===== src/hw/rtl/jjtg_pkg.sv =====
package jjtg_pkg;

	localparam int POS_W   = 19;
	localparam int RD_W    = 12;
	localparam int MS_W    = 2;
	localparam int FAST_W  = 17;
	localparam int WIN_W   = 12;
	localparam int CALC_W  = POS_W + 2;
	localparam int IDX_W   = 4;
	localparam int CFG_W   = POS_W;

	localparam int IN_DATA_W  = ((RD_W + MS_W + POS_W + 7) / 8) * 8;
	localparam int OUT_DATA_W = ((POS_W + 7) / 8) * 8;

	localparam logic [CALC_W-1:0] CRAWL_STEP = CALC_W'(200);
	localparam logic [CALC_W-1:0] BRAKE_STEP = CALC_W'(1000);

	// register indexes
	localparam logic [IDX_W-1:0] REG_REVERSE    = IDX_W'(0);
	localparam logic [IDX_W-1:0] REG_FAST_STEP  = IDX_W'(1);
	localparam logic [IDX_W-1:0] REG_HOLD_WIN   = IDX_W'(2);
	localparam logic [IDX_W-1:0] REG_UPPER      = IDX_W'(3);
	localparam logic [IDX_W-1:0] REG_FAST_LOW   = IDX_W'(4);
	localparam logic [IDX_W-1:0] REG_CRAWL_LOW  = IDX_W'(5);
	localparam logic [IDX_W-1:0] REG_DEAD_TOP   = IDX_W'(6);
	localparam logic [IDX_W-1:0] REG_FAST_HIGH  = IDX_W'(7);

	// motor status codes
	localparam logic [MS_W-1:0] MS_IN_POS = MS_W'(0);
	localparam logic [MS_W-1:0] MS_UP     = MS_W'(1);
	localparam logic [MS_W-1:0] MS_DOWN   = MS_W'(2);

	// item kinds
	localparam logic KIND_JOG  = 1'b0;
	localparam logic KIND_LOAD = 1'b1;

	// reset values
	localparam logic [FAST_W-1:0] FAST_STEP_RST  = FAST_W'(100000);
	localparam logic [WIN_W-1:0]  HOLD_WIN_RST   = WIN_W'(500);
	localparam logic [POS_W-1:0]  UPPER_RST      = POS_W'(300000);
	localparam logic [RD_W-1:0]   FAST_LOW_RST   = RD_W'(300);
	localparam logic [RD_W-1:0]   CRAWL_LOW_RST  = RD_W'(1500);
	localparam logic [RD_W-1:0]   DEAD_TOP_RST   = RD_W'(1800);
	localparam logic [RD_W-1:0]   FAST_HIGH_RST  = RD_W'(3000);

	typedef struct packed {
		logic              reverse;
		logic [FAST_W-1:0] fast_step;
		logic [WIN_W-1:0]  hold_window;
		logic [POS_W-1:0]  upper_limit;
		logic [RD_W-1:0]   fast_low;
		logic [RD_W-1:0]   crawl_low;
		logic [RD_W-1:0]   dead_top;
		logic [RD_W-1:0]   fast_high;
	} cfg_t;

endpackage


===== src/hw/rtl/joystick_jog_target_generator.sv =====
// an accepted input is registered in the input stage, then its result in the result stage
// throughput: one transaction per cycle while the output is taken; a stalled result holds the input stage
// the held target is updated with each registered result, so back-to-back samples chain correctly
// while a result waits to be taken, the input stage can still take one more transaction
// reset: arst_n clears the held target to 0 and the registers to their defaults, no items in flight
module joystick_jog_target_generator (
	input  logic                               clk,
	input  logic                               arst_n,
	input  logic                               s_axis_tvalid,
	output logic                               s_axis_tready,
	// reading, motor_state, position, zero fill
	input  logic [jjtg_pkg::IN_DATA_W-1:0]     s_axis_tdata,
	// kind
	input  logic                               s_axis_tuser,
	output logic                               m_axis_tvalid,
	input  logic                               m_axis_tready,
	// target, zero fill
	output logic [jjtg_pkg::OUT_DATA_W-1:0]    m_axis_tdata,
	// was_clamped
	output logic                               m_axis_tuser,
	input  logic                               cfg_valid,
	output logic                               cfg_ready,
	input  logic [jjtg_pkg::IDX_W-1:0]         cfg_index,
	input  logic [jjtg_pkg::CFG_W-1:0]         cfg_data
);

	localparam int MS_LO  = jjtg_pkg::RD_W;
	localparam int POS_LO = jjtg_pkg::RD_W + jjtg_pkg::MS_W;

	jjtg_pkg::cfg_t                 cfg;
	logic                           valid_s1;
	logic                           kind_s1;
	logic [jjtg_pkg::RD_W-1:0]      reading_s1;
	logic [jjtg_pkg::MS_W-1:0]      motor_state_s1;
	logic [jjtg_pkg::POS_W-1:0]     position_s1;
	logic                           out_valid_q;
	logic [jjtg_pkg::POS_W-1:0]     target_q;
	logic                           clamped_q;
	logic [jjtg_pkg::POS_W-1:0]     held_q;
	logic [jjtg_pkg::POS_W-1:0]     next_target;
	logic                           next_clamped;
	logic                           advance;
	logic                           in_take;

	assign cfg_ready = 1'b1;

	jjtg_cfg u_cfg (
		.clk       (clk),
		.arst_n    (arst_n),
		.cfg_valid (cfg_valid),
		.cfg_index (cfg_index),
		.cfg_data  (cfg_data),
		.cfg       (cfg)
	);

	jjtg_step u_step (
		.cfg         (cfg),
		.kind        (kind_s1),
		.reading     (reading_s1),
		.motor_state (motor_state_s1),
		.position    (position_s1),
		.held        (held_q),
		.target      (next_target),
		.was_clamped (next_clamped)
	);

	assign advance       = valid_s1 && (!out_valid_q || m_axis_tready);
	assign s_axis_tready = !valid_s1 || advance;
	assign in_take       = s_axis_tvalid && s_axis_tready;

	// input stage
	always_ff @(posedge clk or negedge arst_n) begin
		if (!arst_n) begin
			valid_s1 <= 1'b0;
		end else if (s_axis_tready) begin
			valid_s1 <= s_axis_tvalid;
		end
	end

	always_ff @(posedge clk) begin
		if (in_take) begin
			kind_s1        <= s_axis_tuser;
			reading_s1     <= s_axis_tdata[jjtg_pkg::RD_W-1:0];
			motor_state_s1 <= s_axis_tdata[MS_LO +: jjtg_pkg::MS_W];
			position_s1    <= s_axis_tdata[POS_LO +: jjtg_pkg::POS_W];
		end
	end

	// result stage and kept target
	always_ff @(posedge clk or negedge arst_n) begin
		if (!arst_n) begin
			out_valid_q <= 1'b0;
			held_q      <= '0;
		end else begin
			if (advance) begin
				out_valid_q <= 1'b1;
				held_q      <= next_target;
			end else if (m_axis_tready) begin
				out_valid_q <= 1'b0;
			end
		end
	end

	always_ff @(posedge clk) begin
		if (advance) begin
			target_q  <= next_target;
			clamped_q <= next_clamped;
		end
	end

	assign m_axis_tvalid = out_valid_q;
	assign m_axis_tdata  = jjtg_pkg::OUT_DATA_W'(target_q);
	assign m_axis_tuser  = clamped_q;

endmodule


===== src/hw/rtl/jjtg_cfg.sv =====
module jjtg_cfg (
	input  logic                          clk,
	input  logic                          arst_n,
	input  logic                          cfg_valid,
	input  logic [jjtg_pkg::IDX_W-1:0]    cfg_index,
	input  logic [jjtg_pkg::CFG_W-1:0]    cfg_data,
	output jjtg_pkg::cfg_t                cfg
);

	jjtg_pkg::cfg_t cfg_q;

	always_ff @(posedge clk or negedge arst_n) begin
		if (!arst_n) begin
			cfg_q.reverse     <= 1'b0;
			cfg_q.fast_step   <= jjtg_pkg::FAST_STEP_RST;
			cfg_q.hold_window <= jjtg_pkg::HOLD_WIN_RST;
			cfg_q.upper_limit <= jjtg_pkg::UPPER_RST;
			cfg_q.fast_low    <= jjtg_pkg::FAST_LOW_RST;
			cfg_q.crawl_low   <= jjtg_pkg::CRAWL_LOW_RST;
			cfg_q.dead_top    <= jjtg_pkg::DEAD_TOP_RST;
			cfg_q.fast_high   <= jjtg_pkg::FAST_HIGH_RST;
		end else if (cfg_valid) begin
			unique case (cfg_index)
				jjtg_pkg::REG_REVERSE: begin
					cfg_q.reverse <= cfg_data[0];
				end
				jjtg_pkg::REG_FAST_STEP: begin
					cfg_q.fast_step <= cfg_data[jjtg_pkg::FAST_W-1:0];
				end
				jjtg_pkg::REG_HOLD_WIN: begin
					cfg_q.hold_window <= cfg_data[jjtg_pkg::WIN_W-1:0];
				end
				jjtg_pkg::REG_UPPER: begin
					cfg_q.upper_limit <= cfg_data[jjtg_pkg::POS_W-1:0];
				end
				jjtg_pkg::REG_FAST_LOW: begin
					cfg_q.fast_low <= cfg_data[jjtg_pkg::RD_W-1:0];
				end
				jjtg_pkg::REG_CRAWL_LOW: begin
					cfg_q.crawl_low <= cfg_data[jjtg_pkg::RD_W-1:0];
				end
				jjtg_pkg::REG_DEAD_TOP: begin
					cfg_q.dead_top <= cfg_data[jjtg_pkg::RD_W-1:0];
				end
				jjtg_pkg::REG_FAST_HIGH: begin
					cfg_q.fast_high <= cfg_data[jjtg_pkg::RD_W-1:0];
				end
				default: begin
				end
			endcase
		end
	end

	assign cfg = cfg_q;

endmodule


===== src/hw/rtl/jjtg_step.sv =====
module jjtg_step (
	input  jjtg_pkg::cfg_t                cfg,
	input  logic                          kind,
	input  logic [jjtg_pkg::RD_W-1:0]     reading,
	input  logic [jjtg_pkg::MS_W-1:0]     motor_state,
	input  logic [jjtg_pkg::POS_W-1:0]    position,
	input  logic [jjtg_pkg::POS_W-1:0]    held,
	output logic [jjtg_pkg::POS_W-1:0]    target,
	output logic                          was_clamped
);

	logic signed [jjtg_pkg::CALC_W-1:0] pos_s;
	logic signed [jjtg_pkg::CALC_W-1:0] held_s;
	logic signed [jjtg_pkg::CALC_W-1:0] fs_s;
	logic signed [jjtg_pkg::CALC_W-1:0] hw_s;
	logic signed [jjtg_pkg::CALC_W-1:0] upper_s;
	logic signed [jjtg_pkg::CALC_W-1:0] pos_fs_up;
	logic signed [jjtg_pkg::CALC_W-1:0] pos_fs_dn;
	logic signed [jjtg_pkg::CALC_W-1:0] pos_cr_up;
	logic signed [jjtg_pkg::CALC_W-1:0] pos_cr_dn;
	logic signed [jjtg_pkg::CALC_W-1:0] pos_br_up;
	logic signed [jjtg_pkg::CALC_W-1:0] pos_br_dn;
	logic signed [jjtg_pkg::CALC_W-1:0] win_hi;
	logic signed [jjtg_pkg::CALC_W-1:0] win_lo;
	logic signed [jjtg_pkg::CALC_W-1:0] t;
	logic [jjtg_pkg::MS_W-1:0]          low_run;
	logic [jjtg_pkg::MS_W-1:0]          high_run;
	logic                               low_ok;
	logic                               high_ok;
	logic                               fast_hi_band;

	assign pos_s   = signed'({2'b00, position});
	assign held_s  = signed'({2'b00, held});
	assign fs_s    = signed'(jjtg_pkg::CALC_W'(cfg.fast_step));
	assign hw_s    = signed'(jjtg_pkg::CALC_W'(cfg.hold_window));
	assign upper_s = signed'({2'b00, cfg.upper_limit});

	assign pos_fs_up = pos_s + fs_s;
	assign pos_fs_dn = pos_s - fs_s;
	assign pos_cr_up = pos_s + signed'(jjtg_pkg::CRAWL_STEP);
	assign pos_cr_dn = pos_s - signed'(jjtg_pkg::CRAWL_STEP);
	assign pos_br_up = pos_s + signed'(jjtg_pkg::BRAKE_STEP);
	assign pos_br_dn = pos_s - signed'(jjtg_pkg::BRAKE_STEP);
	assign win_hi    = pos_s + hw_s;
	assign win_lo    = pos_s - hw_s;

	// reverse swaps which run direction serves the low side
	assign low_run      = cfg.reverse ? jjtg_pkg::MS_UP : jjtg_pkg::MS_DOWN;
	assign high_run     = cfg.reverse ? jjtg_pkg::MS_DOWN : jjtg_pkg::MS_UP;
	assign low_ok       = (motor_state == jjtg_pkg::MS_IN_POS) || (motor_state == low_run);
	assign high_ok      = (motor_state == jjtg_pkg::MS_IN_POS) || (motor_state == high_run);
	assign fast_hi_band = reading >= cfg.fast_high;

	always_comb begin
		t = held_s;
		priority if (reading < cfg.fast_low && low_ok) begin
			t = cfg.reverse ? pos_fs_up : pos_fs_dn;
		end else if (reading < cfg.crawl_low && low_ok) begin
			t = cfg.reverse ? pos_cr_up : pos_cr_dn;
		end else if (reading < cfg.dead_top) begin
			if (held_s > win_hi) begin
				t = win_hi;
			end else if (held_s < win_lo) begin
				t = win_lo;
			end else begin
				t = held_s;
			end
		end else if (!fast_hi_band && high_ok) begin
			t = cfg.reverse ? pos_cr_dn : pos_cr_up;
		end else if (fast_hi_band && motor_state == low_run) begin
			// brake against the running motor
			t = cfg.reverse ? pos_br_up : pos_br_dn;
		end else if (fast_hi_band && high_ok) begin
			t = cfg.reverse ? pos_fs_dn : pos_fs_up;
		end else begin
			t = held_s;
		end
	end

	always_comb begin
		target      = t[jjtg_pkg::POS_W-1:0];
		was_clamped = 1'b0;
		if (kind == jjtg_pkg::KIND_LOAD) begin
			target = position;
		end else if (t < 0) begin
			target      = '0;
			was_clamped = 1'b1;
		end else if (t > upper_s) begin
			target      = cfg.upper_limit;
			was_clamped = 1'b1;
		end
	end

endmodule


===== config.mk =====
export PLATFORM = sky130hd
export DESIGN_NAME = joystick_jog_target_generator
export DESIGN_NICKNAME = d
export VERILOG_FILES = /design/src/hw/rtl/jjtg_pkg.sv /design/src/hw/rtl/joystick_jog_target_generator.sv /design/src/hw/rtl/jjtg_cfg.sv /design/src/hw/rtl/jjtg_step.sv
export SDC_FILE = /design/constraint.sdc
export NUM_CORES = 1
export LEC_CHECK = 0
export BUFFER_PORTS_ARGS = -buffer_cell sky130_fd_sc_hd__clkbuf_2
export CORE_AREA = 8 8 242 244
export DETAILED_ROUTE_END_ITERATION = 10
export DIE_AREA = 0 0 250 252
export PLACE_DENSITY = 0.5
export SLEW_MARGIN = 10
export SYNTH_ARGS = -nofsm -noshare
export SYNTH_HDL_FRONTEND = slang
export SYNTH_SLANG_ARGS = --single-unit

===== constraint.sdc =====
create_clock -name clk -period 18.25 [get_ports clk]
set_clock_uncertainty 0.2 [all_clocks]
set_input_delay 2.7375 -clock clk [delete_from_list [all_inputs] [get_ports clk]]
set_output_delay 2.7375 -clock clk [all_outputs]
set_load 0.01 [all_outputs]

==> reports/metrics.cfg <==
[critical_path]
crit_top_cell=ha_1
end_kind=flop
path_buf_inv=3
path_class=flop to flop
r2r-end=target_q[0]$_DFFE_PP_
critPathLaunchType=flop
crit_slowest_cell=ha_1
critPathMaxStageDelay_ps=850
r2r_slack_ps=8390
cp_max_fo=25
arrival_ps=9880
r2r-start=position_s1[0]$_DFFE_PP_
worstRegToRegCells=30
required_ps=18270
cp_top_family=compound AO/OA/AOI/OAI gates

[place]
port_buffers=83
dp_hpwl_um=50400
routabilityCongestion=0.954
dpl_cell_area_sq_um=17300

[timing]
tightest_slew_ps=1150
finalSetupTns_ps=0
rsz0062_at_grt=false
period_needed_ps=9860
hold_violations=0
timing.final.crit_share=0.540
setup_violations=0
maxSlewViolCount=0
whs_ps=301
maxSlewHeadroom=0.223
max_freq_mhz=101

[detailed_routing]
vias=15300
remaining_drc_errors=0
ant_nets=0
firstDrtPassIters=8
viasPerCell=5.71
drt_iter0_markers=1376
postRouteWirelength_um=66600
avgRoutedWirePerCell_um=24.8

[global_route]
grt_pass1_vias=14800
grt_use_met2=0.331
overflow=0
grt-busiest-layer=met2
use_met1=0.275
grt_pass1_wl_um=97800
use_met3=0.0407
grt_max_degree=74
grt.total_usage=0.208
antenna_found_initial=5

[clocking]
ctsResizeCount=0
cts_root_buf=clkbuf_16
cts_tree=yes
cts_hold_buf=0
numCtsBuffers=17
cts.htree.levels=4
ctsLongestPathBuffers=2
clk_pin_slew_ps=70
cts.sinks=172
cts_setup_buffers=0
clkLatencyLatePin_ps=490

[logic_synthesis]
yosysWarningCount=0
synth-edff-count=54
synth.avg_cell_area_sq_um=8.36
synth-simple-area-share=0.178
syn_inst=1938
synth.distinct_cells=90
synth_fa_ha_area_frac=0.130
synth-compound-area-share=0.239
synth.area.mux_share=0.0484
synth_xor_area_frac=0.0546
ys_async_sr_fraction=0.686
syn_area_sq_um=16200
synth_seq_cells=172
synthFlopType=dfrtp_1
synth_top_family_by_area=compound AO/OA/AOI/OAI gates
yosysSeqAreaShare=0.286

[power]
ir_drop_mv=0.0742
p_comb_frac=0.605
p_sw_frac=0.502
p_leak_uw=0.00742
p_clk_frac=0.143
p_seq_frac=0.252
power_density_nw_per_um2=141
internal-power_uw=1260
p_sw_uw=1270

[finish]
final_core_util=0.327
fin_nets=2204
fin_area_sq_um=17900
fillers=5803
drive_gt1_frac=0.143
synthToLayoutAreaGrowth_pct=10.5

[hold_path]
hold_depth=1
whs_endpoint=u_cfg.cfg[24]$_DFFE_PN0P_
hp-start=u_cfg.cfg[24]$_DFFE_PN0P_
hold_class=flop to flop

[die]
ioPinCount=97
dieArea_sq_um=63000
rows=86
die_w_um=250
coreArea_sq_um=54700
initial_utilization=0.296
fp.dieH_um=252

[run_status]
outcome=completed

[flow_run]
cap_viol_max_count=0

==> power by group through the flow <==
stage,Clock (uW),Sequential [uW],Combinational (uW)
finish,362,635,1530
global placement,0,638,1480
CTS,376,633,1510
global route,389,643,1670
detailed placement,0,640,1500
floorplan,0,580,1030
==> metrics by stage <==
step | std cells | power (uW) | setup slack [ps]
floorplan | 1942 | 1610 | 11050
global placement | 2654 | 2120 | 8510
detailed placement | 2654 | 2140 | 8490
CTS | 2686 | 2520 | 8480
global route | 2686 | 2700 | 7770
finish | 2687 | 2530 | 8390
==> cells in the mapped netlist, drive strengths merged (24+ instances only) <==
master / instances / share of area
xor2: 24 / 0.013
mux2: 50 / 0.035
inv: 141 / 0.033
o21ai: 154 / 0.048
nand2b: 30 / 0.012
a21o: 25 / 0.012
ha: 162 / 0.13
nand4: 24 / 0.0093
nor3: 44 / 0.014
xnor2: 77 / 0.042
a21oi: 121 / 0.038
nand3: 55 / 0.017
clkbuf: 78 / 0.018
dfrtp: 76 / 0.12
nand2: 173 / 0.040
dfstp: 42 / 0.068
edfxtp: 54 / 0.10
buf: 37 / 0.013
o211ai: 30 / 0.015
nor2: 144 / 0.034
==> layout make-up <==
cell class	count	area (sq um)	share of cell area
diodes	1	2.50	0.000140
clock buffers	26	522	0.0292
clock inverters	6	48.8	0.00273
inverters	141	529	0.0296
multi-input cells	1514	10600	0.590
flip-flops and latches	172	4630	0.259
well taps	704	881	0.0492
repair buffers	123	718	0.0401
==> placed cells by master (no fill, tap or decap), types with 19 or more instances in the layout <==
cell,count
and3_1,19
nand2b_1,30
o21a_1,23
xor2_1,24
nand3_1,55
a31oi_1,22
o21ai_0,152
dfrtp_1,75
xnor2_1,77
o211ai_1,28
nand4_1,24
clkbuf_16,19
ha_1,162
a21oi_1,120
nand2_1,173
buf_4,41
mux2i_1,22
mux2_2,50
a21o_1,25
nor2_1,140
dfstp_2,42
a211oi_1,20
inv_1,141
nor3_1,42
edfxtp_1,54
a22oi_1,20
clkbuf_2,82
==> per-layer routing <==
metal | routed length [um] | share of wire | up-vias
met4 | 2380 | 0.036 | 2
met2 | 29800 | 0.45 | 650
met5 | 12 | 0.00018 | -
li1 | - | - | 7158
met1 | 29500 | 0.44 | 7424
met3 | 4890 | 0.073 | 104
==> kinds of logic (layout without fill, tap and decap cells) <==
kind of cell               Yosys count  count (layout)
muxes                               72              72
DFF                                172             172
adders and majority gates          166             166
xor gates and xnor gates           101             101
other                                2               7
and+or+nand+nor                    590             590
AOI/OAI and AO/OA                  579             579
buffers and inverters              256             296
==> worst max path at each step <==
stage,from,depth (start not counted),to
global route,position_s1[0]$_DFFE_PP_,30,target_q[0]$_DFFE_PP_
CTS,position_s1[0]$_DFFE_PP_,28,target_q[0]$_DFFE_PP_
global placement,position_s1[0]$_DFFE_PP_,28,target_q[0]$_DFFE_PP_
floorplan,u_cfg.cfg[75]$_DFFE_PN1P_,33,target_q[13]$_DFFE_PP_
detailed placement,position_s1[0]$_DFFE_PP_,28,target_q[0]$_DFFE_PP_
finish,position_s1[0]$_DFFE_PP_,30,target_q[0]$_DFFE_PP_
==> flip-flops by register name (all words and copies together), names as in the netlist <==
| register | cells |
|---|---|
| kind_s1 | 1 |
| m_axis_tuser | 1 |
| reading_s1 | 12 |
| u_cfg.cfg | 97 |
| position_s1 | 19 |
| motor_state_s1 | 2 |
| target_q | 19 |
| m_axis_tvalid | 1 |
| held_q | 19 |
| valid_s1 | 1 |
Power figures use the tool's default switching activity.
